### src/hw/rtl/least_connections_backend_selector_macros.svh
// Assertion macros for the backend selector.
// Each macro expects clk and arst_n in scope.
`ifndef LEAST_CONNECTIONS_BACKEND_SELECTOR_MACROS_SVH
`define LEAST_CONNECTIONS_BACKEND_SELECTOR_MACROS_SVH
`ifndef NO_ASSERTIONS
`define LCBS_ASSERT_IMP(label, a, b, msg) \
	label: assert property (@(posedge clk) disable iff (!arst_n) (a) |-> (b)) else $error(msg);
`define LCBS_ASSERT_NXT(label, a, b, msg) \
	label: assert property (@(posedge clk) disable iff (!arst_n) (a) |=> (b)) else $error(msg);
`else
`define LCBS_ASSERT_IMP(label, a, b, msg)
`define LCBS_ASSERT_NXT(label, a, b, msg)
`endif
`endif

### src/hw/rtl/lcbs_pkg.sv
`timescale 1ns / 1ps
// ----------------------------------------------------------------------------
// lcbs_pkg
// Shared types and constants of the least-connections backend selector.
// ----------------------------------------------------------------------------
package lcbs_pkg;
	localparam int DVD_W = 32;
	localparam int ROT_W = 32;
	localparam int CNT_W = 16;
	localparam int STK_W = 8;
	localparam int AVG_W = 20;
	localparam int LAT_W = 20;
	localparam int IDX_W = 6;

	localparam logic [CNT_W-1:0] COUNT_MAX  = '1;
	localparam logic [STK_W-1:0] STREAK_MAX = '1;

	// average*9 + sample never reaches 2**25
	localparam int SUM_W  = 25;
	localparam int RCP_W  = 25;
	localparam int RCP_SH = 28;
	// x / 10 == (x * RCP_10) >> RCP_SH for any x below 2**26
	localparam logic [RCP_W-1:0] RCP_10 = 25'd26843546;

	localparam logic [1:0] OP_PICK   = 2'd0;
	localparam logic [1:0] OP_DONE   = 2'd1;
	localparam logic [1:0] OP_HEALTH = 2'd2;
	localparam logic [1:0] OP_RSVD   = 2'd3;

	localparam logic [1:0] REG_BACKEND_COUNT = 2'd0;
	localparam logic [1:0] REG_RISE          = 2'd1;
	localparam logic [1:0] REG_FALL          = 2'd2;

	typedef struct packed {
		logic             alive;
		logic [CNT_W-1:0] cnt;
		logic [STK_W-1:0] succ;
		logic [STK_W-1:0] fail;
		logic [AVG_W-1:0] avg;
	} ent_t;
endpackage

### src/hw/rtl/lcbs_div.sv
`timescale 1ns / 1ps
// ----------------------------------------------------------------------------
// lcbs_div
// Restoring divider giving the remainder, one quotient bit per cycle.
// ----------------------------------------------------------------------------
module lcbs_div import lcbs_pkg::*; #(
	parameter int VW = 8
) (
	input  logic             clk,
	input  logic             arst_n,
	input  logic             start,
	input  logic [DVD_W-1:0] dividend,
	input  logic [VW-1:0]    divisor,
	output logic             done,
	output logic [VW-1:0]    rem
);
	localparam int SW = $clog2(DVD_W + 1);

	logic [DVD_W-1:0] quo_q;
	logic [VW-1:0]    rem_q;
	logic [VW-1:0]    d_q;
	logic [SW-1:0]    cnt_q;
	logic             busy_q;
	logic             done_q;
	logic [VW:0]      sh;
	logic             ge;

	assign sh = {rem_q, quo_q[DVD_W-1]};
	assign ge = sh >= {1'b0, d_q};

	always_ff @(posedge clk or negedge arst_n) begin
		if (!arst_n) begin
			busy_q <= 1'b0;
			done_q <= 1'b0;
			cnt_q  <= '0;
		end else begin
			done_q <= 1'b0;
			if (start) begin
				busy_q <= 1'b1;
				cnt_q  <= SW'(DVD_W);
			end else if (busy_q) begin
				cnt_q <= cnt_q - 1'b1;
				if (cnt_q == SW'(1)) begin
					busy_q <= 1'b0;
					done_q <= 1'b1;
				end
			end
		end
	end

	always_ff @(posedge clk) begin
		if (start) begin
			quo_q <= dividend;
			rem_q <= '0;
			d_q   <= divisor;
		end else if (busy_q) begin
			rem_q <= ge ? VW'(sh - {1'b0, d_q}) : VW'(sh);
			quo_q <= {quo_q[DVD_W-2:0], ge};
		end
	end

	assign done = done_q;
	assign rem  = rem_q;
endmodule

### config.mk
export PLATFORM = sky130hd
export DESIGN_NAME = lcbs_div
export DESIGN_NICKNAME = d
export VERILOG_FILES = /design/src/hw/rtl/least_connections_backend_selector_macros.svh /design/src/hw/rtl/lcbs_pkg.sv /design/src/hw/rtl/lcbs_div.sv
export SDC_FILE = /design/constraint.sdc
export NUM_CORES = 1
export LEC_CHECK = 0
export ABC_AREA = 1
export BUFFER_PORTS_ARGS = -buffer_cell sky130_fd_sc_hd__buf_4
export CORE_MARGIN = 2
export CORE_UTILIZATION = 59
export DETAILED_ROUTE_END_ITERATION = 16
export PLACE_DENSITY = 0.84
export SKIP_CTS_REPAIR_TIMING = 1
export SLEW_MARGIN = 10
export SYNTH_ARGS = -nofsm -noshare
export SYNTH_HDL_FRONTEND = slang
export SYNTH_SLANG_ARGS = --single-unit
### constraint.sdc
create_clock -name clk -period 3.4 [get_ports clk]
set_input_delay 0.68 -clock clk [delete_from_list [all_inputs] [get_ports clk]]
set_output_delay 0.68 -clock clk [all_outputs]
set_load 0.01 [all_outputs]
==> results.sh, run 1 <==
export IMPL_status="finished, final reports clean"
export IMPL_min_period_ps=1870
export IMPL_drt_iter0_markers=109
export IMPL_path_buf_inv=0
export IMPL_synthDistinctLibCells=34
export IMPL_fp_dieW_um=73.1
export IMPL_coreArea_sq_um=4660
export IMPL_gp_congestion=0.829
export IMPL_design_area_sq_um=3320
export IMPL_grt_pass1_vias=2077
export IMPL_rr_worst_depth=8
export IMPL_final_period_utilization=0.550
export IMPL_cts_max_level=2
export IMPL_grt_max_degree=45
export IMPL_portBuffers=51
export IMPL_track_usage=0.217
export IMPL_final_max_slew_viol_count=0
export IMPL_fmax_mhz=535
export IMPL_regToRegSetupSlack_ps=1530
export IMPL_setup_violations_final=0
export IMPL_synth_area_sq_um=2820
export IMPL_dp_hpwl_mm=3.90
export IMPL_path_class="flop to flop"
export IMPL_synth_nets=373
export IMPL_fin_worst_skew_ps=3.84
export IMPL_cp_slowest_cell="o21a_1"
export IMPL_num_antenna_cells=0
export IMPL_grt_first_pass_wirelength_mm=8.87
export IMPL_cts_sinks=56
export IMPL_layout_common_cells="150 x nand2_1, 52 x buf_4, 40 x edfxtp_1"
export IMPL_place_worst_setup_slack_ps=1320
export IMPL_crit_chain="ha_1 > nand2_1 > nand2_1 > a21oi_1 > o21a_1 > nand3_1 > nand3_1 > nand2_1"
export IMPL_io_pins=52
export IMPL_wire_per_inst_um=12.6
export IMPL_drc=0
export IMPL_final_common_cell="nand2_1"
export IMPL_synth_edf_count=40
export IMPL_rows=25
export IMPL_antenna_found_initial=0
export IMPL_ir_worst_vdd_uv=284
export IMPL_die_area_sq_um=5340
export IMPL_dr_pass1_iters=4
export IMPL_hold_viol_final=0
export IMPL_maxSlewHeadroom=0.637
export IMPL_cts_tree="done"
export IMPL_required_ps=3600
export IMPL_worst_pin_slew_ps=544
export IMPL_worst_setup_path_end_kind="flop"
export IMPL_clock_latency_ps=300
export IMPL_cts_max_path_buffers=2
export IMPL_total_power_uw=1920
export IMPL_syn_instance_count=319
export IMPL_fp_dieH_um=73.1
export IMPL_synth_warnings=0
export IMPL_min_path_type="primary input to asynchronous set/reset pin"
export IMPL_r2r_start="rem[5]$_SDFFE_PP0P_"
export IMPL_totalWireLength_mm=5.35
export IMPL_fin_ws_ps=1530
export IMPL_synth_avg_cell_area_sq_um=8.83
export IMPL_antenna_left=0
export IMPL_hold_ws_ps=177
export IMPL_slowest_delay_ps=450
export IMPL_dr_total_vias=2159
export IMPL_ys_seq_area_frac=0.554
export IMPL_ys_seq_elements=56
export IMPL_vias_per_cell=5.08
export IMPL_cts_root_buf="clkbuf_8"
export IMPL_drive_above_1_share=0.181
export IMPL_nNetsFinal=424
export IMPL_path_delay_family="compound AO/OA/AOI/OAI gates"
export IMPL_synthToLayoutAreaGrowth_pct=17.7
export IMPL_crit_fanout=10
export IMPL_placed_area_sq_um=3240
export IMPL_clkTransAtPathRegs_ps=90
export IMPL_p_leak_uw=0.00169
export IMPL_drv_cap=0
export IMPL_p_per_area_nw_per_um2=578
export IMPL_final_setup_tns_ps=0
export IMPL_cpMostUsedCell="nand2_1"
export IMPL_initial_core_util=0.604
export IMPL_gr_total_overflow=0
export IMPL_worstPathArrival_ps=2070
export IMPL_cts_buffers=5
export IMPL_rsz0062_at_grt="false"
export IMPL_r2r_end="rem[0]$_SDFFE_PP0P_"
export IMPL_synthArstFlopShare=0.143
export IMPL_cp_start_kind="flop"
export IMPL_synth_ff_type="edfxtp_1"
## stage by stage
| stage | std cells | util |
|---|---|---|
| 2_1_floorplan | 319 | - |
| 3_3_place_gp | 417 | 0.694 |
| 3_5_place_dp | 417 | 0.694 |
| 6_report | 425 | 0.711 |
| 4_1_cts | 425 | 0.711 |
| 5_1_grt | 425 | 0.711 |
## worst max-delay path by stage
stage                              from                   to  slack [ps]  depth (start not counted)
global placement                  start  quo_q[22]$_DFFE_PP_        1370                          4
CTS                    d_q[6]$_DFFE_PP_  rem[0]$_SDFFE_PP0P_        1530                          9
finish              rem[5]$_SDFFE_PP0P_  rem[0]$_SDFFE_PP0P_        1530                          8
detailed placement                start  quo_q[12]$_DFFE_PP_        1320                          4
floorplan                         start   quo_q[0]$_DFFE_PP_        1400                          3
global route           d_q[6]$_DFFE_PP_  rem[0]$_SDFFE_PP0P_        1350                          9
## synth_stat cells, types with 2 or more instances
library cell  count  share of area
clkbuf_1          5         0.0067
nor3_1            2         0.0036
edfxtp_1         40           0.43
xor2_1            2         0.0062
inv_1            32          0.043
a21oi_1           7          0.012
ha_1             10          0.044
nor2_2            3         0.0067
dfrtp_1           8          0.071
nand3b_1          7          0.019
nand3_1          15          0.027
nor2_1            6         0.0080
o21ai_0           4         0.0071
nand2_1         150           0.20
nand4_1           2         0.0044
dfxtp_1           8          0.057
## kinds of logic after synthesis
| kind of cell | Yosys count | share of synthesized area |
|---|---|---|
| buffers and inverters | 41 | 0.0577 |
| DFF | 56 | 0.554 |
| AOI/OAI and AO/OA | 16 | 0.0311 |
| adders and majority gates | 11 | 0.0515 |
| and+or+nand+nor | 192 | 0.296 |
| xor gates and xnor gates | 3 | 0.00933 |
## power by group
group	total (uW)	internal [uW]	switching, uW
combinational	657	286	370
sequential	920	847	72.7
clock	340	144	196
## per-layer routing
metal / GRT usage / up-vias / wire (um)
li1: - / 1121 / -
met1: 0.291 / 994 / 2540
met2: 0.355 / 39 / 2600
met3: 0.0483 / 5 / 160
met4: 0.0597 / 0 / 51
met5: 0 / - / 0
## worst register-to-register path, cell delays in order (launching register included)
cell     delay (ps)
dfxtp_1         350
ha_1            370
nand2_1          80
nand2_1          60
a21oi_1         120
o21a_1          450
nand3_1         180
nand3_1         110
nand2_1          50
## layout make-up
type                    count  area [sq um]
fillers                   364          1350
flip-flops and latches     56          1560
inverters                  33           124
clock inverters             1          3.75
multi-input cells         222          1090
repair buffers             52           390
clock buffers               7          76.3
well taps                  54          67.6
## state kept, by name (all words and copies together), names as in the netlist
signal / count
done: 1
quo_q: 32
rem: 8
d_q: 8
busy_q: 1
cnt_q: 6
(Power assumes the default switching activity.)
==> inputs of run 2 (changes only) <==
--- a/config.mk
+++ b/config.mk
@@ -8,9 +8,9 @@
 export ABC_AREA = 1
 export BUFFER_PORTS_ARGS = -buffer_cell sky130_fd_sc_hd__buf_4
 export CORE_MARGIN = 2
-export CORE_UTILIZATION = 59
+export CORE_UTILIZATION = 55
 export DETAILED_ROUTE_END_ITERATION = 16
-export PLACE_DENSITY = 0.84
+export PLACE_DENSITY = 0.79
 export SKIP_CTS_REPAIR_TIMING = 1
 export SLEW_MARGIN = 10
 export SYNTH_ARGS = -nofsm -noshare
==> constraint.sdc (replaced) <==
create_clock -name clk -period 1.8 [get_ports clk]
set_input_delay 0.36 -clock clk [delete_from_list [all_inputs] [get_ports clk]]
set_output_delay 0.36 -clock clk [all_outputs]
set_load 0.01 [all_outputs]
==> results.sh, run 2 (synthesis gave the netlist of run 1 again) <==
export IMPL_status="finished, final reports clean"
export IMPL_cts_root_buf="clkbuf_8"
export IMPL_fp_dieW_um=75.6
export IMPL_min_path_type="primary input to flop"
export IMPL_synthToLayoutAreaGrowth_pct=23.7
export IMPL_antenna_found_initial=0
export IMPL_antenna_left=0
export IMPL_drc=0
export IMPL_io_pins=52
export IMPL_nFillCells=434
export IMPL_p_per_area_nw_per_um2=1100
export IMPL_maxSlewHeadroom=0.718
export IMPL_grt_max_degree=32
export IMPL_gr_total_overflow=0
export IMPL_drive_above_1_share=0.212
export IMPL_gp_congestion=0.872
export IMPL_vias_per_cell=4.83
export IMPL_final_util=0.696
export IMPL_fmax_mhz=593
export IMPL_final_period_utilization=0.936
export IMPL_coreArea_sq_um=5010
export IMPL_clkTransAtPathRegs_ps=90
export IMPL_hold_viol_final=0
export IMPL_grt_first_pass_wirelength_mm=8.42
export IMPL_setup_violations_final=0
export IMPL_cts_max_level=2
export IMPL_rsz0062_at_grt="true"
export IMPL_min_period_ps=1690
export IMPL_worst_pin_slew_ps=423
export IMPL_track_usage=0.198
export IMPL_dp_hpwl_mm=4.00
export IMPL_fin_worst_skew_ps=2.62
export IMPL_cts_sinks=56
export IMPL_cp_start_kind="flop"
export IMPL_dr_pass1_iters=4
export IMPL_largest_reg_flops=32
export IMPL_portBuffers=51
export IMPL_top_register="quo_q"
export IMPL_worstPathArrival_ps=1890
export IMPL_dr_total_vias=2184
export IMPL_layout_common_cells="150 x nand2_1, 60 x buf_4, 40 x edfxtp_1"
export IMPL_die_area_sq_um=5710
export IMPL_drv_cap=0
export IMPL_required_ps=2000
export IMPL_initial_core_util=0.562
export IMPL_cts_tree="done"
export IMPL_grt_pass1_vias=1938
export IMPL_cts_buffers=5
export IMPL_nNetsFinal=435
export IMPL_final_common_cell="nand2_1"
export IMPL_rows=26
export IMPL_cts_max_path_buffers=2
export IMPL_wire_per_inst_um=11.9
export IMPL_totalWireLength_mm=5.40
export IMPL_num_antenna_cells=0
export IMPL_crit_fanout=8
export IMPL_clock_latency_ps=300
export IMPL_path_class="flop to flop"
export IMPL_p_leak_uw=0.00175
export IMPL_final_max_slew_viol_count=0
export IMPL_final_setup_tns_ps=0
export IMPL_drt_iter0_markers=147
export IMPL_ir_worst_vdd_uv=608
export IMPL_placed_area_sq_um=3340
export IMPL_design_area_sq_um=3480
export IMPL_fp_dieH_um=75.6
export IMPL_worst_setup_path_end_kind="flop"
export IMPL_total_power_uw=3850
-- run 2: cell count changes in the layout (fill, tap and decap cells not counted) --
cell,before,now
buf_12,0,2
o21a_1,1,0
o21a_2,0,1
ha_4,0,3
ha_1,10,7
buf_4,52,60
dlygate4sd3_1,0,1
-- run 2: layout make-up --
| type | count | area [sq um] | share of cell area |
|---|---|---|---|
| clock inverters | 1 | 3.75 | 0.00108 |
| repair buffers | 63 | 500 | 0.144 |
| inverters | 33 | 124 | 0.0355 |
| clock buffers | 7 | 76.3 | 0.0219 |
| multi-input cells | 222 | 1130 | 0.325 |
| well taps | 70 | 87.6 | 0.0251 |
| flip-flops and latches | 56 | 1560 | 0.448 |
-- run 2: per-layer routing --
metal | routed length [um] | vias up | global-route usage
li1 | - | 1143 | -
met1 | 2450 | 986 | 0.257
met2 | 2620 | 49 | 0.329
met3 | 254 | 6 | 0.0450
met4 | 74 | 0 | 0.0702
met5 | 0 | - | 0
-- run 2: final timing paths --
kind	from	end	slack, ps	cells past startpoint
hold reg to reg	cnt_q[5]$_DFFE_PN0P_	cnt_q[5]$_DFFE_PN0P_	490	1
min in group asynchronous	arst_n	cnt_q[4]$_DFFE_PN0P_	400	2
setup / recovery	d_q[7]$_DFFE_PP_	rem[5]$_SDFFE_PP0P_	110	11
max in group asynchronous	arst_n	cnt_q[2]$_DFFE_PN0P_	1270	2
hold / removal	divisor[1]	d_q[1]$_DFFE_PP_	230	1
setup reg to reg	d_q[7]$_DFFE_PP_	rem[5]$_SDFFE_PP0P_	110	11
-- run 2: critical path, stage by stage (launching register included) --
cell      delay (ps)
edfxtp_1         330
inv_1             40
ha_1             320
nand2_1           70
inv_1            100
nand2_1           80
o21a_2           250
buf_12           140
nand2_8           80
nand2_1           60
nand3_1           60
nand2_1           50
-- run 2: through the flow --
step,hold slack (ps),worst slack (ps),instances
floorplan,64.4,117,319
global placement,181,29.6,441
detailed placement,186,57.9,441
CTS,-151,30.1,449
global route,212,-17.3,452
finish,227,115,452
-- run 2: power breakdown --
group	internal (uW)	switching, uW
combinational	704	764
sequential	1600	127
clock	272	378
